[config.mk]
export PLATFORM = sky130hd
export DESIGN_NAME = irds_speed
export DESIGN_NICKNAME = d
export VERILOG_FILES = /design/src/sv/irds_pkg.sv /design/src/sv/irds_speed.sv
export SDC_FILE = /design/constraint.sdc
export NUM_CORES = 1
export LEC_CHECK = 0
export BUFFER_PORTS_ARGS = -buffer_cell sky130_fd_sc_hd__buf_2
export CAP_MARGIN = 20
export CELL_PAD_IN_SITES_DETAIL_PLACEMENT = 0
export CELL_PAD_IN_SITES_GLOBAL_PLACEMENT = 1
export CORE_MARGIN = 2
export CORE_UTILIZATION = 48
export DETAILED_ROUTE_END_ITERATION = 10
export PLACE_DENSITY = 0.95
export SLEW_MARGIN = 20
export SYNTH_ARGS = -nofsm -noshare
export SYNTH_HDL_FRONTEND = slang
export SYNTH_SLANG_ARGS = --single-unit
export TNS_END_PERCENT = 30
[constraint.sdc]
create_clock -name clk -period 12.24 [get_ports clk]
set_clock_uncertainty 0.1 [all_clocks]
set_input_delay 1.836 -clock clk [delete_from_list [all_inputs] [get_ports clk]]
set_output_delay 1.836 -clock clk [all_outputs]
set_load 0.01 [all_outputs]
[src/sv/irds_pkg.sv]
`default_nettype none

package irds_pkg;

    localparam int SAMPLES_PER_ITEM = 5;
    localparam int ADC_BITS         = 10;
    localparam int DIST_FRAC_BITS   = 8;

    localparam int DIST_W     = 24;
    localparam int SPEED_W    = 12;
    localparam int DEADBAND_W = 11;
    localparam int LIMIT_W    = 11;
    localparam int THRESH_W   = 8;
    localparam int COUNT_W    = 8;
    localparam int CFG_INDEX_W = 2;
    localparam int CFG_DATA_W  = 11;

    localparam logic [DIST_W-1:0]     DIST_MAX           = '1;
    localparam logic [DEADBAND_W-1:0] DEADBAND_RESET     = 11'd26;
    localparam logic [LIMIT_W-1:0]    LIMIT_RESET        = 11'd1280;
    localparam logic [THRESH_W-1:0]   THRESHOLD_RESET    = 8'd10;

    typedef enum logic [CFG_INDEX_W-1:0] {
        CFG_DEADBAND  = 2'd0,
        CFG_LIMIT     = 2'd1,
        CFG_THRESHOLD = 2'd2
    } cfg_index_t;

    typedef struct packed {
        logic [DEADBAND_W-1:0] deadband;
        logic [LIMIT_W-1:0]    limit;
        logic [THRESH_W-1:0]   threshold;
    } cfg_t;

    localparam logic [63:0] Q30_ONE = 64'd1 << 30;

    function automatic logic [63:0] log2_q30(input logic [31:0] x);
        logic [63:0] y;
        logic [63:0] acc;
        int n;
        int k;
        int i;
        n = 0;
        if (x == 32'd0) begin
            return 64'd0;
        end
        for (k = 0; k < 31; k++) begin
            if ((x >> (k + 1)) != 32'd0) begin
                n = k + 1;
            end
        end
        y = ({32'd0, x} << 30) >> n;
        acc = 64'(n) << 30;
        for (i = 29; i >= 0; i--) begin
            y = (y * y) >> 30;
            if (y >= (Q30_ONE << 1)) begin
                y = y >> 1;
                acc = acc | (64'd1 << i);
            end
        end
        return acc;
    endfunction

    function automatic logic [63:0] isqrt64(input logic [63:0] v);
        logic [63:0] rem;
        logic [63:0] res;
        logic [63:0] bitv;
        int k;
        rem  = v;
        res  = 64'd0;
        bitv = 64'd1 << 62;
        for (k = 0; k < 32; k++) begin
            if (rem >= res + bitv) begin
                rem = rem - (res + bitv);
                res = (res >> 1) + bitv;
            end else begin
                res = res >> 1;
            end
            bitv = bitv >> 2;
        end
        return res;
    endfunction

    function automatic logic [DIST_W-1:0] exp2_to_int(input longint z);
        logic [63:0] n;
        logic [63:0] f;
        logic [63:0] r;
        logic [63:0] root;
        int i;
        if (z < 0) begin
            return '0;
        end
        n = 64'(z) >> 30;
        f = 64'(z) & (Q30_ONE - 64'd1);
        if (n >= 64'd24) begin
            return DIST_MAX;
        end
        root = Q30_ONE << 1;
        r    = Q30_ONE;
        for (i = 1; i <= 30; i++) begin
            root = isqrt64(root << 30);
            if (((f >> (30 - i)) & 64'd1) != 64'd0) begin
                r = (r * root) >> 30;
            end
        end
        r = (r << n) >> 30;
        return (r > 64'(DIST_MAX)) ? DIST_MAX : r[DIST_W-1:0];
    endfunction

    function automatic logic [DIST_W-1:0] distance_of(input logic [31:0] mv, input int frac_bits);
        longint l1000;
        longint lmv;
        longint z;
        if (mv == 32'd0) begin
            return DIST_MAX;
        end
        l1000 = longint'(log2_q30(32'd1000));
        lmv   = longint'(log2_q30(mv));
        z = ((l1000 - lmv) * 64'sd12045) / 64'sd10000;
        z = z + longint'(log2_q30(32'd27728)) - l1000;
        z = z + (longint'(frac_bits) <<< 30);
        return exp2_to_int(z);
    endfunction

endpackage

`default_nettype wire

[src/sv/irds_speed.sv]
`default_nettype none

module irds_speed #(
    parameter int DIST_FRAC_BITS = irds_pkg::DIST_FRAC_BITS
) (
    input  wire logic                                 clk,
    input  wire logic                                 rst_n,
    input  wire logic                                 in_valid,
    output logic                                      in_ready,
    input  wire logic [irds_pkg::DIST_W-1:0]          cm,
    input  wire irds_pkg::cfg_t                       cfg,
    output logic                                      out_valid,
    input  wire logic                                 out_ready,
    output logic      [irds_pkg::DIST_W-1:0]          out_dist,
    output logic signed [irds_pkg::SPEED_W-1:0]       out_speed,
    output logic                                      out_updated
);

    localparam int DW    = irds_pkg::DIST_W;
    localparam int SW    = irds_pkg::SPEED_W;
    localparam int LW    = irds_pkg::LIMIT_W;
    localparam int MAG_W = DW + 8;
    localparam int SHR   = (DIST_FRAC_BITS >= 8) ? DIST_FRAC_BITS - 8 : 0;
    localparam int SHL   = (DIST_FRAC_BITS < 8) ? 8 - DIST_FRAC_BITS : 0;

    logic                               valid_reg;
    logic [DW-1:0]                      dist_reg;
    logic signed [SW-1:0]               speed_reg;
    logic signed [SW-1:0]               speed_next;
    logic                               updated_reg;
    logic [irds_pkg::COUNT_W-1:0]       count_reg;
    logic [irds_pkg::COUNT_W-1:0]       count_next;
    logic [DW-1:0]                      stored_reg;
    logic [DW-1:0]                      stored_next;
    logic signed [SW-1:0]               held_reg;
    logic signed [SW-1:0]               held_next;
    logic                               take;
    logic                               update;
    logic                               neg;
    logic [DW-1:0]                      diff;
    logic [MAG_W-1:0]                   mag;
    logic [MAG_W-1:0]                   banded;
    logic [LW-1:0]                      clamped;

    assign in_ready = !valid_reg || out_ready;
    assign take     = in_valid && in_ready;
    assign update   = count_reg > cfg.threshold;

    always_comb
    begin
        neg    = cm < stored_reg;
        diff   = neg ? stored_reg - cm : cm - stored_reg;
        mag    = ({{(MAG_W - DW){1'b0}}, diff} << SHL) >> SHR;
        banded = (mag < MAG_W'(cfg.deadband)) ? '0 : mag;
        clamped = (banded > MAG_W'(cfg.limit)) ? cfg.limit : banded[LW-1:0];
        if (update)
        begin
            held_next   = neg ? -$signed({1'b0, clamped}) : $signed({1'b0, clamped});
            stored_next = cm;
            count_next  = '0;
        end
        else
        begin
            held_next   = held_reg;
            stored_next = stored_reg;
            count_next  = count_reg + 1'b1;
        end
        speed_next = held_next;
    end

    always_ff @(posedge clk or negedge rst_n)
    begin
        if (!rst_n)
        begin
            valid_reg  <= 1'b0;
            count_reg  <= '0;
            stored_reg <= '0;
            held_reg   <= '0;
        end
        else
        begin
            if (in_ready)
            begin
                valid_reg <= in_valid;
            end
            if (take)
            begin
                count_reg  <= count_next;
                stored_reg <= stored_next;
                held_reg   <= held_next;
            end
        end
    end

    always_ff @(posedge clk)
    begin
        if (take)
        begin
            dist_reg    <= cm;
            speed_reg   <= speed_next;
            updated_reg <= update;
        end
    end

    assign out_valid   = valid_reg;
    assign out_dist    = dist_reg;
    assign out_speed   = speed_reg;
    assign out_updated = updated_reg;

endmodule

`default_nettype wire

======== After elaboration in Yosys (flattened, before gate mapping) ========
Cells that the tools add are included.
word-level totals
  word-level logic and storage cells ...... 25
  input port bits ......................... 58
  ROM bits ................................ 0
  bits in writable memories ............... 0
  latch bits .............................. 0
  output and inout bits ................... 39
  memories ................................ 0
  register bits after elaboration ......... 82
cells by class
  shifts and indexed selects .............. 0
  div/mod/pow operators ................... 0
  equal/unequal tests ..................... 0
  multiplexer cells ....................... 6
  add/subtract/negate cells ............... 4
  order comparisons ....................... 4
  reductions and logical operators ........ 4
  multiply operators ...................... 0
  bitwise gates (word level) .............. 0
operator list
  cell                 number
  $mux 24              2
  $sub 24x24->24       2
  $gt 24x11->1         1
  $lt 24x11->1         1
  $lt 24x24->1         1
  $mux 12              2
  $neg 11->12          1
  $mux 11              1
  $add 8x1->8 const B  1
  $gt 8x8->1           1
  $mux 8               1
  $reduce_and 2->1     1
  $logic_and 1x1->1    1
  $logic_not 1->1      1
  $logic_or 1x1->1     1

======== Longest topological paths before layout ========
  word-level depth ........................ 9
  depth in mapped cells ................... 45
  depth with buffers taken out ............ 40

======== Worst setup path before layout ========
OpenSTA, ideal clock, no wires.
  path kind ............................... input to register
  start point ............................. in cm[0] (netlist name)
  end point ............................... reg speed_reg[8] (netlist: out_speed[8]), data pin
  path slack .............................. 3008 ps
  library setup time ...................... 265 ps
  required time ........................... 11875 ps
  buffers on the path ..................... 6
  stages .................................. 44
  arrival time ............................ 8866 ps
  path through ............................ inv_1 > ha_1 > inv_1 > fa_1 > a211oi_2 > o211ai_2 > a21oi_4 > o21a_2 > buf_6 > buf_2 > mux2i_1 > inv_1 > ha_1 > a21boi_0 > o21a_1 > o21a_1 > o21ai_0 > nand2b_1 > (+8 left out) > nor2b_1 > o21a_1 > o21a_1 > o21a_1 > o21a_1 > o2111ai_1 > a21oi_1 > nor2_2 > nand2_4 > buf_6 > buf_2 > a21oi_1 > ha_1 > o21ai_0 > o21bai_1 > o31a_1 > o2111ai_1 > nand3_1
between the ends
  word-level cells in the longest chain between the ends .. 9
  elaborated cells between the ends (all ways) .. 11
  classes of those cells .................. 3 x add/sub; 3 x order compare; 5 x mux
RTL lines
  what                                                   RTL line                            text
  start: declaration                                     irds_speed.sv:10                    input wire logic [irds_pkg::DIST_W-1:0] cm,
  $sub 24x24->24 / $lt 24x24->1 (equally long branches)  irds_speed.sv:52, irds_speed.sv:51
  $mux 24                                                irds_speed.sv:52                    diff = neg ? stored_reg - cm : cm - stored_reg;
  $lt 24x11->1                                           irds_speed.sv:54                    banded = (mag < MAG_W'(cfg.deadband)) ? '0 : mag;
  $mux 24                                                irds_speed.sv:54
  $gt 24x11->1                                           irds_speed.sv:55                    clamped = (banded > MAG_W'(cfg.limit)) ? cfg.limit : banded[LW-1:0];
  $mux 11                                                irds_speed.sv:55
  $neg 11->12                                            irds_speed.sv:58                    held_next = neg ? -$signed({1'b0, clamped}) : $signed({1'b0, clamped});
  $mux 12 *                                              irds_speed.sv:58
  $mux 12 *                                              irds_speed.sv:56                    if (update)
  net held_next[8]                                       irds_speed.sv:36                    logic signed [SW-1:0] held_next;
  end signal: assignment                                 irds_speed.sv:100                   speed_reg <= speed_next;
  end: declaration                                       irds_speed.sv:28                    logic signed [SW-1:0] speed_reg;
Mark *: on every way through the listed nets, which the timed path passes. The rest lies on a longest branch.
A chain may end at the register's enable or synchronous reset.

======== Worst setup path in the final report ========
Ends and elaborated chain as after synthesis.

==> metrics.md <==
| Metric | Value |
|---|---|
| CTS root buffer | `clkbuf_16` |
| Port-buffer cells | `96` |
| Core area | `0.0151 mm^2` |
| # nets final | `1070` |
| Hold WS | `0.380 ns` |
| Hold path depth | `2` |
| Static Leak | `3.81 nW` |
| Ports | `97` |
| Gp weighted congestion | `0.960` |
| Cell Area, Placed | `0.00789 mm^2` |
| Syn Nets | `997` |
| MaxCap Viol Count | `0` |
| Die footprint | `0.0163 mm^2` |
| Starting density of the core | `48.6%` |
| Max Buffers Root-to-Sink | `2` |
| Hold path endpoint | `held_reg[0]` |
| CTS Sinks | `82` |
| N_diodes | `0` |
| First-pass GRT wire length | `30600 um` |
| R2r setup slk | `3.08 ns` |
| Number of vias per cell | `5.76` |
| WP data required | `12.25 ns` |
| Row count | `45` |
| R2r startpoint | `stored_reg[0]` |
| Worst Tran Pin Value | `0.766 ns` |
| Status | `finished clean` |
| Hold Startpoint | `held_reg[0]` |
| Post-CTS Resized | `0` |
| H-tree levels | `3` |
| Fin area | `0.00818 mm^2` |
| RSZ-0062 raised after global routing | `no` |
| Max Slew Vio Count | `0` |
| Final min period | `10.44 ns` |
| Hold buffers post-CTS | `0` |
| Final setup viols | `0` |
| CP max stage cell | `o21a_2` |
| Avg Inst Size Synth | `8.53 um^2` |
| Seq/Total Area, Yosys | `30.5%` |
| Post-synth top area share | `15.4%` |
| Final setup TNS | `0 ns` |
| Synth unique cells | `82` |
| Cells on worst reg2reg path | `37` |
| CP max stage delay | `0.69 ns` |
| Critical path's most frequent cell | `o21a_1` |
| Post-CTS Setup Inserts | `0` |
| Synth area leaders | `dfrtp_1, edfxtp_1, ha_1` |
| Fraction of layout cells with a size suffix above 1 | `16.6%` |
| Worst Setup End Kind | `flop` |
| Yosys reg bits | `82` |
| Worst Hold Class | `reg2reg` |
| Total wire length | `18600 um` |
| Die height | `128 um` |
| Num CTS Buffers | `9` |
| Area delta synth->final | `11.6%` |
| Clock slew at reported path FFs | `0.06 ns` |
| Final total power | `2.09 mW` |
| Max Freq | `0.0958 GHz` |
| Ys Warns | `0` |
| Reg2Reg Capture Point | `out_speed[8]` |
| Worst skew pair latency | `0.36 ns` |
| Via count of the first global-routing pass | `6280` |
| Die width | `128 um` |
| Ys flop type | `dfrtp_1` |
| Initial antenna violation count | `0` |
| Gr usage total | `23.5%` |
| Post-detail-place hpwl | `14200 um` |
| Crit Path Category | `in2reg` |
| Post-route core utilization | `54.2%` |
| Startpoint types | `input pin` |
| Mapped Cells | `859` |
| Synthesized area | `0.00733 mm^2` |
| DRT antenna net count | `0` |
| Vias | `6478` |
| TritonCTS clock tree | `built` |
| Largest area contributor in the netlist | `dfrtp_1` |
| DRT iter0 DRCs | `465` |
| Filler instances | `1458` |
| Wirelength per Cell | `16.5 um` |
| Final Hold Fails | `0` |
| Remaining Overflow, GRT | `0` |
| Crit share post-route | `85.3%` |
| PD cells | `255 mW/mm^2` |
| EDFF count, synth | `37` |
| Critical path arrival | `10.45 ns` |
| Max VDD drop | `0.000130 V` |
| CP max FO | `34` |
| Drt first pass iters | `5` |
| Asr flop ratio synth | `54.9%` |
| Largest net degree at the start of global routing | `46` |
| Slew margin rel. | `48.9%` |
| DRC Markers | `0` |
-- how the worst max path moves through the flow --
stage / from / endpoint / slack, ns / cells past startpoint
after floorplan: cm[0] / out_speed[8] / 3.01 / 44
after global placement: cm[0] / out_speed[8] / 1.78 / 39
after detailed placement: cm[0] / out_speed[8] / 1.48 / 39
after CTS: cm[0] / out_speed[8] / 1.86 / 39
after global routing: cm[0] / out_speed[10] / 1.15 / 39
final: cm[0] / out_speed[8] / 1.80 / 39
-- worst max-delay path: cells and delay by family --
family,cells,cell delay (ns)
AOI/OAI and AO/OA,20,4.80
and+or+nand+nor,8,1.58
adders and majority gates,5,1.25
buffers and inverters,4,0.34
xor gates and xnor gates,1,0.32
muxes,1,0.29
-- layer usage --
layer | GRT usage (%) | vias up | part of all wire (%)
li1 | - | 3221 | -
met1 | 29.9 | 3027 | 46
met2 | 39.9 | 195 | 47
met3 | 3.56 | 35 | 4.4
met4 | 9.70 | 0 | 2.8
met5 | 0 | - | 0
-- cell families (layout without fill, tap and decap cells) --
| logic type | Yosys count | in the layout | share of synthesized area [%] |
|---|---|---|---|
| xor gates and xnor gates | 29 | 29 | 3.46 |
| buffers and inverters | 131 | 209 | 7.85 |
| DFF | 82 | 82 | 30.5 |
| muxes | 24 | 24 | 3.43 |
| AOI/OAI and AO/OA | 273 | 273 | 24.9 |
| adders and majority gates | 80 | 80 | 13.9 |
| and+or+nand+nor | 240 | 240 | 16.0 |
-- cell usage after synthesis, types with 8 or more instances --
cell type	n
a21o_1	13
a21oi_1	70
buf_2	16
clkbuf_1	12
dfrtp_1	45
edfxtp_1	37
ha_1	78
inv_1	90
mux2i_1	18
nand2_1	92
nand3_1	19
nand4_1	15
nor2_1	49
nor2b_1	10
nor3_1	15
o2111ai_1	11
o211ai_1	8
o21a_1	23
o21ai_0	74
o21ai_1	8
xnor2_1	20
xor2_1	9
-- report_power, final --
part	total [mW]	switching [mW]	internal, mW
clock	0.274	0.111	0.163
sequential	0.404	0.0400	0.364
combinational	1.41	0.879	0.528
total	2.09	1.03	1.06
-- through the flow --
stage | setup WS [ns] | std cells
6_report | 1.80 | 1125
3_3_place_gp | 1.78 | 1108
2_1_floorplan | 3.01 | 859
4_1_cts | 1.86 | 1125
5_1_grt | 1.15 | 1125
3_5_place_dp | 1.48 | 1109
-- cell usage in the layout (no fill, tap or decap), types with 3 or more instances in the layout --
cell	count
a22oi_1	4
a21boi_0	3
xnor2_1	20
mux2_2	5
clkbuf_16	9
nor3_1	15
o2111ai_1	11
clkbuf_1	3
a21oi_2	4
nand2b_1	7
o21ai_2	3
o21ai_1	7
mux2i_1	18
nand4_1	15
ha_1	78
dfrtp_1	45
inv_1	90
o31a_1	3
edfxtp_1	37
buf_4	4
and3_1	7
o21a_1	23
nor2b_1	10
a31oi_1	6
nor2_1	48
or2_2	4
o21bai_1	5
a21o_1	13
a21oi_1	70
a2111oi_0	3
buf_2	96
o21ai_0	74
o211ai_1	8
nand2_1	92
nand3_1	19
xor2_1	9
-- layout make-up --
cell class	count	area, um^2	share of cell area [%]
Tap cell	188	235	2.88
Multi-Input combinational cell	646	4530	55.4
Sequential cell	82	2240	27.4
Inverter	92	345	4.22
Clock buffer	13	250	3.06
Timing Repair Buffer	101	538	6.58
Clock inverter	3	42.5	0.520
Power figures use the tool's default switching activity.
