--- src/sv/irds_pkg.sv ---
`default_nettype none

package irds_pkg;

    localparam int SAMPLES_PER_ITEM = 5;
    localparam int ADC_BITS         = 10;
    localparam int DIST_FRAC_BITS   = 8;

    localparam int DIST_W     = 24;
    localparam int SPEED_W    = 12;
    localparam int DEADBAND_W = 11;
    localparam int LIMIT_W    = 11;
    localparam int THRESH_W   = 8;
    localparam int COUNT_W    = 8;
    localparam int CFG_INDEX_W = 2;
    localparam int CFG_DATA_W  = 11;

    localparam logic [DIST_W-1:0]     DIST_MAX           = '1;
    localparam logic [DEADBAND_W-1:0] DEADBAND_RESET     = 11'd26;
    localparam logic [LIMIT_W-1:0]    LIMIT_RESET        = 11'd1280;
    localparam logic [THRESH_W-1:0]   THRESHOLD_RESET    = 8'd10;

    typedef enum logic [CFG_INDEX_W-1:0] {
        CFG_DEADBAND  = 2'd0,
        CFG_LIMIT     = 2'd1,
        CFG_THRESHOLD = 2'd2
    } cfg_index_t;

    typedef struct packed {
        logic [DEADBAND_W-1:0] deadband;
        logic [LIMIT_W-1:0]    limit;
        logic [THRESH_W-1:0]   threshold;
    } cfg_t;

    localparam logic [63:0] Q30_ONE = 64'd1 << 30;

    function automatic logic [63:0] log2_q30(input logic [31:0] x);
        logic [63:0] y;
        logic [63:0] acc;
        int n;
        int k;
        int i;
        n = 0;
        if (x == 32'd0) begin
            return 64'd0;
        end
        for (k = 0; k < 31; k++) begin
            if ((x >> (k + 1)) != 32'd0) begin
                n = k + 1;
            end
        end
        y = ({32'd0, x} << 30) >> n;
        acc = 64'(n) << 30;
        for (i = 29; i >= 0; i--) begin
            y = (y * y) >> 30;
            if (y >= (Q30_ONE << 1)) begin
                y = y >> 1;
                acc = acc | (64'd1 << i);
            end
        end
        return acc;
    endfunction

    function automatic logic [63:0] isqrt64(input logic [63:0] v);
        logic [63:0] rem;
        logic [63:0] res;
        logic [63:0] bitv;
        int k;
        rem  = v;
        res  = 64'd0;
        bitv = 64'd1 << 62;
        for (k = 0; k < 32; k++) begin
            if (rem >= res + bitv) begin
                rem = rem - (res + bitv);
                res = (res >> 1) + bitv;
            end else begin
                res = res >> 1;
            end
            bitv = bitv >> 2;
        end
        return res;
    endfunction

    function automatic logic [DIST_W-1:0] exp2_to_int(input longint z);
        logic [63:0] n;
        logic [63:0] f;
        logic [63:0] r;
        logic [63:0] root;
        int i;
        if (z < 0) begin
            return '0;
        end
        n = 64'(z) >> 30;
        f = 64'(z) & (Q30_ONE - 64'd1);
        if (n >= 64'd24) begin
            return DIST_MAX;
        end
        root = Q30_ONE << 1;
        r    = Q30_ONE;
        for (i = 1; i <= 30; i++) begin
            root = isqrt64(root << 30);
            if (((f >> (30 - i)) & 64'd1) != 64'd0) begin
                r = (r * root) >> 30;
            end
        end
        r = (r << n) >> 30;
        return (r > 64'(DIST_MAX)) ? DIST_MAX : r[DIST_W-1:0];
    endfunction

    function automatic logic [DIST_W-1:0] distance_of(input logic [31:0] mv, input int frac_bits);
        longint l1000;
        longint lmv;
        longint z;
        if (mv == 32'd0) begin
            return DIST_MAX;
        end
        l1000 = longint'(log2_q30(32'd1000));
        lmv   = longint'(log2_q30(mv));
        z = ((l1000 - lmv) * 64'sd12045) / 64'sd10000;
        z = z + longint'(log2_q30(32'd27728)) - l1000;
        z = z + (longint'(frac_bits) <<< 30);
        return exp2_to_int(z);
    endfunction

endpackage

`default_nettype wire

--- src/sv/irds_merge.sv ---
`default_nettype none

module irds_merge #(
    parameter int ADC_BITS = irds_pkg::ADC_BITS
) (
    input  wire logic                clk,
    input  wire logic                rst_n,
    input  wire logic                in_valid,
    output logic                     in_ready,
    input  wire logic [ADC_BITS:0]   lane_sum [(irds_pkg::SAMPLES_PER_ITEM + 1) / 2],
    output logic                     out_valid,
    input  wire logic                out_ready,
    output logic      [ADC_BITS-1:0] mean
);

    localparam int NUM_LANES   = (irds_pkg::SAMPLES_PER_ITEM + 1) / 2;
    localparam int SPI_LOG     = $clog2(irds_pkg::SAMPLES_PER_ITEM);
    localparam int SUM_W       = ADC_BITS + SPI_LOG;
    localparam int RECIP_SHIFT = SUM_W + SPI_LOG + 1;
    localparam int RECIP_W     = RECIP_SHIFT + 1;
    localparam int PROD_W      = SUM_W + RECIP_W;
    localparam logic [RECIP_W-1:0] RECIP =
        RECIP_W'(((64'd1 << RECIP_SHIFT) + 64'(irds_pkg::SAMPLES_PER_ITEM) - 64'd1)
                 / 64'(irds_pkg::SAMPLES_PER_ITEM));

    logic                valid_reg;
    logic [ADC_BITS-1:0] mean_reg;
    logic [ADC_BITS-1:0] mean_next;
    logic [SUM_W-1:0]    total;
    logic [PROD_W-1:0]   prod;

    always_comb
    begin
        total = '0;
        for (int l = 0; l < NUM_LANES; l++)
        begin
            total = total + SUM_W'(lane_sum[l]);
        end
    end

    assign prod      = PROD_W'(total) * PROD_W'(RECIP);
    assign mean_next = prod[RECIP_SHIFT +: ADC_BITS];
    assign in_ready  = !valid_reg || out_ready;

    always_ff @(posedge clk or negedge rst_n)
    begin
        if (!rst_n)
        begin
            valid_reg <= 1'b0;
        end
        else if (in_ready)
        begin
            valid_reg <= in_valid;
        end
    end

    always_ff @(posedge clk)
    begin
        if (in_ready && in_valid)
        begin
            mean_reg <= mean_next;
        end
    end

    assign out_valid = valid_reg;
    assign mean      = mean_reg;

endmodule

`default_nettype wire

--- config.mk ---
export PLATFORM = sky130hd
export DESIGN_NAME = irds_merge
export DESIGN_NICKNAME = d
export VERILOG_FILES = /design/src/sv/irds_pkg.sv /design/src/sv/irds_merge.sv
export SDC_FILE = /design/constraint.sdc
export NUM_CORES = 1
export LEC_CHECK = 0
export BUFFER_PORTS_ARGS = -buffer_cell sky130_fd_sc_hd__buf_2
export CORE_MARGIN = 1.5
export CORE_UTILIZATION = 40
export DETAILED_ROUTE_END_ITERATION = 8
export SKIP_CTS_REPAIR_TIMING = 1
export SKIP_LAST_GASP = 1
export SLEW_MARGIN = 10
export SYNTH_ARGS = -nofsm -noshare
export SYNTH_HDL_FRONTEND = slang
export SYNTH_SLANG_ARGS = --single-unit
export TNS_END_PERCENT = 1
--- constraint.sdc ---
create_clock -name clk -period 1.5 [get_ports clk]
set_clock_uncertainty 0.15 [all_clocks]
set_input_delay 0.075 -clock clk [delete_from_list [all_inputs] [get_ports clk]]
set_output_delay 0.075 -clock clk [all_outputs]
set_load 0.05 [all_outputs]
* Word level (Yosys, flattened, before mapping)
Index checks and enable logic that the tools add are counted.
Cells by class: reduce and logical (&&, ||, !) cells 3, multipliers 1, add/subtract/negate cells 2
Operator list (count):
- 13-bit by 15-bit multiplier with 27-bit output (second input constant) | 1
- 12-bit by 11-bit adder with 13-bit output | 1
- 11-bit by 11-bit adder with 12-bit output | 1
- 1-bit logical AND | 1
- 1-bit zero test | 1
- 1-bit logical OR | 1
Word-level totals: flip-flop bits (word level) 11

* Logic depth before layout (Yosys ltp)
Gate-level depths: netlist (run 1).
depth after elaboration 3, depth in mapped cells 26, depth with buffers taken out 26

* Least setup slack after synthesis (run 1)
No wires, ideal clock.
path kind input -> register, start in lane_sum[1] in the netlist's numbering, end reg mean_reg[9], in the netlist mean[9], data pin, setup slack -5.534 ns, stages on the path 26, arrival 6.621 ns, library setup time 0.263 ns, cells stage by stage fa_1 ha_1 fa_1 a21o_1 a221o_1 a21oi_1 o31a_1 xnor2_1 inv_1 ha_1 inv_1 ha_1 or2_1 fa_1 inv_1 fa_1 fa_1 fa_1 inv_1 ha_1 nand4_1 o21ai_0 a2111oi_4 nor2_1 o41ai_2 xnor2_1
Between the ends: cells in the longest elaborated chain, start to end 2
Ends and longest elaborated chain:
- start: declaration | line irds_merge.sv:10 | input wire logic [ADC_BITS:0] lane_sum [(irds_pkg::SAMPLES_PER_ITEM + 1) / 2],
- 12-bit by 11-bit adder with 13-bit output | line irds_merge.sv:37 | total = total + SUM_W'(lane_sum[l]);
- 13-bit by 15-bit multiplier with 27-bit output | line irds_merge.sv:41 | assign prod = PROD_W'(total) * PROD_W'(RECIP);
- named net mean_next[9] | line irds_merge.sv:28 | logic [ADC_BITS-1:0] mean_next;
- end signal: assignment | line irds_merge.sv:61 | mean_reg <= mean_next;
- end: declaration | line irds_merge.sv:27 | logic [ADC_BITS-1:0] mean_reg;
The timed path passes the listed nets, and every way through them passes these cells. A chain may end at the register's enable or synchronous reset.

* Worst setup path after layout (run 1)
start in lane_sum[1] in the netlist's numbering, end reg mean_reg[4], in the netlist mean[4], data pin
Same word-level chain as after synthesis.

==> results of run 1 <==
[worst max path at each step]
stage / from / end / slack [ps] / cells after the start
floorplan: lane_sum[1] / mean[4] / -5080 / 26
global placement: lane_sum[1] / mean[7] / -5420 / 27
detailed placement: lane_sum[1] / mean[6] / -5550 / 27
CTS: lane_sum[1] / mean[6] / -5310 / 27
global route: lane_sum[1] / mean[9] / -5620 / 27
finish: lane_sum[1] / mean[4] / -5280 / 28
[logic make-up after synthesis]
logic type	after synthesis	synth area share (%)
adders and majority gates	153	58.32
AOI/OAI and AO/OA	68	12.21
xor gates and xnor gates	22	4.678
buffers and inverters	119	10.84
and+or+nand+nor	53	6.045
DFF	11	7.898
[stage by stage]
step,util [%],cell area [um2],TNS [ps],std cells,hold slack (ps)
2_1_floorplan,-,4177,-54520,426,-370.6
3_3_place_gp,54.22,5349,-53690,708,-301.0
3_5_place_dp,54.22,5349,-54770,708,-299.1
4_1_cts,54.68,5394,-52450,712,-548.0
5_1_grt,55.42,5466,-55380,717,31.67
6_report,55.42,5466,-52070,717,-20.08
[worst register-to-register path, stage by stage, from the launching register on]
cell      delay [ps]
dfrtp_1          370
nand2b_1         100
and2_1           130
buf_4            180
[routing by layer]
layer / vias to the layer above / share of wire [%]
li1: 1695 / -
met1: 1525 / 46
met3: 12 / 2.3
met4: 0 / 1.6
met5: - / 0
met2: 49 / 51
[placed cells by master (no fill, tap or decap), types with 4 or more instances in the layout]
cell / count
ha_1: 84
inv_1: 115
o21ai_1: 4
a21o_1: 8
buf_2: 48
nor2b_1: 4
nand3_1: 5
o21ai_0: 6
nand2_1: 14
a21oi_1: 17
buf_4: 105
fa_1: 64
xor2_1: 7
a31oi_1: 4
xnor2_1: 14
edfxtp_1: 10
nor2_1: 14
[area by class of cell]
type | instances | area, um2 | share of cell area (%)
Multi-Input combinational cell | 296 | 3432 | 62.78
Sequential cell | 11 | 325.3 | 5.951
Tap cell | 133 | 166.4 | 3.044
Inverter | 117 | 439.2 | 8.034
Timing Repair Buffer | 156 | 1059 | 19.36
Clock buffer | 4 | 45.04 | 0.8240
==> impl_summary.txt, run 1 <==
----------------------------------------------------
[Worst hold path]
  Class of the tightest hold or removal check ... in2reg
  Startpoint of the most critical hold path ... out_ready
  Worst hold path cell count ... 3
  Worst min-delay path endpoint ... out_valid

[Cells and area]
  Fraction of layout instances using a drive strength above 1 ... 30.31%
  Number of flip-flops in the largest register ... 10
  Number of nets in the layout ... 775
  Number of filler instances in the final layout ... between 900 and 1,000
  Layout overhead on the synthesized area ... 32.72%
  Antenna cells ... 0

[Critical path]
  Required time at the endpoint of the critical path ... between 1000 and 1500 ps
  Worst path most repeated cell ... fa_1
  Maximum single-stage delay on the critical path ... 490 ps
  Source of the worst register-to-register timing path ... out_valid
  Capture point of the worst reg-to-reg path ... mean[0]
  Worst Path Class, Setup ... in2reg
  Worst Path Buf+Inv ... 6
  Worst Reg2Reg Path Length in Cells ... 3
  Crit path launch type ... input pin
  Minimum setup slack among reg-to-reg paths ... 280 ps
  Data arrival, critical path ... 6600 ps
  Critical path endpoint category ... register
  Maximum fanout count along the critical path ... 4
  Standard cell with the maximum stage delay on the critical path ... fa_1
  Worst path top cell family by delay ... adder cells

[Route]
  WL per Instance ... 11.99 um
  Post-DR vias/cell ... 4.576
  Post-route ant nets ... 0
  Count of routing violations after the opening detailed-route iteration ... 77
  Number of design rule violations left after detail routing ... 0
  Total number of vias ... 3,281
  Routed Wire Length ... between 8 and 9 mm
  Iteration count of the initial detailed-routing pass ... 4

[Floorplanning]
  Die extent in y ... approximately 100 um
  Standard-cell rows ... 36
  Number of primary I/O pins ... 49
  Effective utilization at floorplan ... between 40% and 50%
  Die outline area ... 10,920 um2
  Chip Width ... 104.5 um
  Core region area ... 9864 um2

[GRT]
  First-pass GRT wire length ... around 15 mm
  Global-route track usage on met1 ... 21.37%
  Overall fraction of global-route tracks in use ... between 10% and 20%
  Via count of the first global-routing pass ... 3,545
  M2 GR Usage ... 30.97%
  Number of antenna violations at the first check in global routing ... 0
  Most congested layer reported by global routing ... met2
  GR Util met3 ... 1.003%
  GRT Residual Overflow ... 0
  Maximum number of pins on one net before global-route repair ... 11

[STA]
  Max Slew Vio Count ... 0
  Shortest clock period the worst path allows after layout ... around 6800 ps
  Achievable Freq ... 147.5 MHz
  Unrepaired setup endpoints after global routing ... yes
  Remaining max-slew budget at the tightest pin ... 73.92%
  Worst Slack Setup Final ... -5278 ps
  Worst Tran Pin Value ... between 300 and 400 ps
  Setup-violating endpoint count in the final report ... 10
  Crit share post-route ... 451.9%
  Final Hold Vio Count ... 1
  Minimum hold slack ... -20.08 ps

[Place]
  Total of buffers placed on input and output ports ... 48
  Detail Placement HPWL ... 8.193 mm
  Pre-CTS setup slack ... -5549 ps
  Final estimated routing congestion in global placement ... 0.8633

[Status]
  Violated checks ... negative hold slack, negative setup slack
  Run status ... finished with violations

[Synth]
  Fraction of registers with async set or reset after synthesis ... 9.091%
  Commonest register cell after synthesis ... edfxtp_1
  Top cells by area, synth ... fa_1 (32%), ha_1 (27%), inv_1 (11%), edfxtp_1 (7.3%), xnor2_1 (3.2%)
  Average size of a mapped cell ... 9.669 um2
  Share of the synthesized area in the top cell type ... 31.59%
  Post-synth cell types ... 44
  Total of warnings raised by yosys ... 0
  Top-count cell post-synth ... inv_1
  Post-Synthesis Net Count ... approximately 600
  Post-synthesis register bit count ... 11
  Mapped Area ... 4119 um2
  Cell type with the highest aggregate area in the netlist ... fa_1
  Top cells by instance count after synthesis ... inv_1 (117), ha_1 (88), fa_1 (65), a21oi_1 (18)
  Proportion of synthesized chip area in sequential cells ... 7.898%
  Number of enable flip-flop cells after synthesis ... 10
  Count of mapped cells out of synthesis ... 426

[CTS]
  Clk_lat worst skew ... between 200 and 250 ps
  Number of clock buffers inserted by TritonCTS ... 3
  Maximum clock path buffer count ... 2
  # clock sinks ... 11
  Clock transition at path regs ... 50 ps
  H-tree level count ... 1
  Root Buffer ... clkbuf_8
  Clock tree from TritonCTS ... yes

[Run]
  Max-cap violation count ... 0

----------------------------------------------------
Power of run 1 is not shown: default switching activity piles up to over one toggle a cycle in this logic, so the estimate is an artifact.
==> inputs of run 2 (changes only) <==
--- a/config.mk
+++ b/config.mk
@@ -6,6 +6,7 @@
 export NUM_CORES = 1
 export LEC_CHECK = 0
 export BUFFER_PORTS_ARGS = -buffer_cell sky130_fd_sc_hd__buf_2
+export CORE_ASPECT_RATIO = 1.1
 export CORE_MARGIN = 1.5
 export CORE_UTILIZATION = 40
 export DETAILED_ROUTE_END_ITERATION = 8
==> run 2 against run 1 <==
Effect of this change: the run ends with negative setup slack left; final cell count shrank 1.7%; maximum frequency is essentially flat; critical path depth is the same; first-iteration DRC count shrank 35%; global-route usage shrank 0.16 points; non-clock buffer count grew 1; core utilization shrank 0.19 points; final area grew 0.39%; routed wire length grew 1.0%; highest routed layer unchanged; die area is essentially flat; register-to-register slack lost 30 ps.
==> impl_summary.txt, run 2 (same netlist as run 1, synthesis figures left out) <==
----------------------------------------------------
[Status]
  Run status ... finished with violations (unchanged)
  Violated checks ... negative setup slack (was negative hold slack, negative setup slack)

[Route]
  Number of design rule violations left after detail routing ... 0 (unchanged)
  Post-route ant nets ... 0 (unchanged)
  Total number of vias ... 3,273 (was 3,281)
  Post-DR vias/cell ... 4.643 (was 4.576)
  Routed Wire Length ... 8.684 mm (was 8.594 mm)
  WL per Instance ... 12.32 um (was 11.99 um)
  Iteration count of the initial detailed-routing pass ... 4 (unchanged)
  Count of routing violations after the opening detailed-route iteration ... 50 (was 77)

[GRT]
  First-pass GRT wire length ... 14.72 mm (was 15.23 mm)
  GRT Residual Overflow ... 0 (unchanged)
  Via count of the first global-routing pass ... 3,436 (was 3,545)
  Maximum number of pins on one net before global-route repair ... 11 (unchanged)
  Number of antenna violations at the first check in global routing ... 0 (unchanged)
  Overall fraction of global-route tracks in use ... 16.64% (was 16.80%)

[Critical path]
  Required time at the endpoint of the critical path ... 1330 ps (was 1320 ps)
  Maximum fanout count along the critical path ... 4 (unchanged)
  Worst Reg2Reg Path Length in Cells ... 3 (unchanged)
  Minimum setup slack among reg-to-reg paths ... 250 ps (was 280 ps)
  Source of the worst register-to-register timing path ... out_valid (unchanged)
  Worst Path Class, Setup ... in2reg (unchanged)
  Crit path launch type ... input pin (unchanged)
  Critical path endpoint category ... register (unchanged)
  Data arrival, critical path ... 6610 ps (was 6600 ps)
  Crit path capture ... mean[4] (unchanged)
  Capture point of the worst reg-to-reg path ... mean[1] (was mean[0])
  CP Launch Point ... lane_sum[1] (unchanged)

[Cells and area]
  Layout overhead on the synthesized area ... 33.23% (was 32.72%)
  Most frequent standard cell in the layout excluding fill and tap cells ... inv_1 (unchanged)
  Number of flip-flops in the largest register ... 10 (unchanged)
  Fraction of layout instances using a drive strength above 1 ... 31.11% (was 30.31%)
  Commonest cells after routing, fill and taps aside ... inv_1 (115), buf_4 (106), ha_1 (82) (was inv_1 (115), buf_4 (105), ha_1 (84))
  Number of nets in the layout ... 776 (was 775)
  Antenna cells ... 0 (unchanged)

[STA]
  Crit share post-route ... 451.8% (was 451.9%)
  Shortest clock period the worst path allows after layout ... 6778 ps (about the same)
  Remaining max-slew budget at the tightest pin ... 75.35% (was 73.92%)
  Achievable Freq ... 147.5 MHz (about the same)
  Final Hold Vio Count ... 0 (was 1)
  Setup-violating endpoint count in the final report ... 10 (unchanged)
  Max Slew Vio Count ... 0 (unchanged)
  Unrepaired setup endpoints after global routing ... yes (unchanged)
  Worst Slack Setup Final ... -5278 ps (about the same)
  Worst Tran Pin Value ... 367.1 ps (was 387.1 ps)
  Summed negative setup slack over all endpoints ... -52,240 ps (was -52,070 ps)

[CTS]
  Maximum clock path buffer count ... 2 (unchanged)
  Clock tree from TritonCTS ... yes (unchanged)
  H-tree level count ... 1 (unchanged)
  Root Buffer ... clkbuf_8 (unchanged)
  Clk_lat worst skew ... 230 ps (about the same)
  # clock sinks ... 11 (unchanged)
  Clock transition at path regs ... 50 ps (about the same)
  Number of clock buffers inserted by TritonCTS ... 3 (unchanged)

[Floorplanning]
  Standard-cell rows ... 38 (was 36)
  Die extent in y ... 109.4 um (was 104.5 um)
  Chip Width ... 99.76 um (was 104.5 um)
  Effective utilization at floorplan ... 41.45% (was 41.76%)
  Number of primary I/O pins ... 49 (unchanged)
  Core region area ... 9937 um2 (was 9864 um2)
  Die outline area ... 10,920 um2 (about the same)

[Place]
  Final estimated routing congestion in global placement ... 0.8677 (was 0.8633)
  Detail Placement HPWL ... 8.194 mm (was 8.193 mm)
  Total of buffers placed on input and output ports ... 48 (unchanged)
  Pre-CTS setup slack ... -5500 ps (was -5549 ps)

[Run]
  Max-cap violation count ... 0 (unchanged)

[Worst hold path]
  Class of the tightest hold or removal check ... in2reg (unchanged)

----------------------------------------------------
## run 2: worst min path at each step
stage / cells past startpoint / end / startpoint / slack (ps)
2_1_floorplan: 0 / out_valid / rst_n / -370
3_3_place_gp: 1 / out_valid / rst_n / -300
3_5_place_dp: 1 / out_valid / rst_n / -300
4_1_cts: 1 / out_valid / rst_n / -550
5_1_grt: 3 / out_valid / out_ready / 20
6_report: 3 / out_valid / out_ready / 8
## run 2: per-stage QoR
| step | utilization [%] | cells | area (um2) | hold WS [ps] |
|---|---|---|---|---|
| 2_1_floorplan | - | 426 | 4177 | -370.6 |
| 3_3_place_gp | 53.66 | 695 | 5333 | -300.0 |
| 3_5_place_dp | 53.66 | 695 | 5333 | -297.7 |
| 4_1_cts | 54.12 | 699 | 5378 | -550.6 |
| 5_1_grt | 55.23 | 705 | 5488 | 24.01 |
| 6_report | 55.23 | 705 | 5488 | 7.525 |
## run 2: area by class of cell
class                           instances  area, um2
Fill cell                             899       4449
Multi-Input combinational cell        296       3462
Timing Repair Buffer                  157       1066
Inverter                              117      439.2
Sequential cell                        11      325.3
Tap cell                              120      150.1
Clock buffer                            4      45.04
## run 2: layer usage
layer	part of all wire, %	vias to the layer above	track usage [%]
met5	0	-	0
met4	1.4	0	3.924
met3	1.8	8	0.7629
met2	54	49	33.53
met1	42	1521	19.18
li1	-	1695	-
## run 2: critical path: stages
cell       delay (ps)
buf_2             110
fa_1              490
ha_2              220
fa_2              360
a21o_1            180
a221o_1           310
a21oi_2           160
o31a_1            230
xnor2_2           140
inv_2              70
ha_4              270
inv_2              30
ha_1              160
or2_1             230
fa_1              480
inv_1              50
fa_1              460
fa_1              500
fa_1              500
inv_1              70
ha_4              280
nand4_1           160
a211oi_2          340
a2111oi_4         120
buf_4             180
o31ai_4           210
a21oi_2            90
xnor2_1           130
Power of run 2 is left out for the same reason.
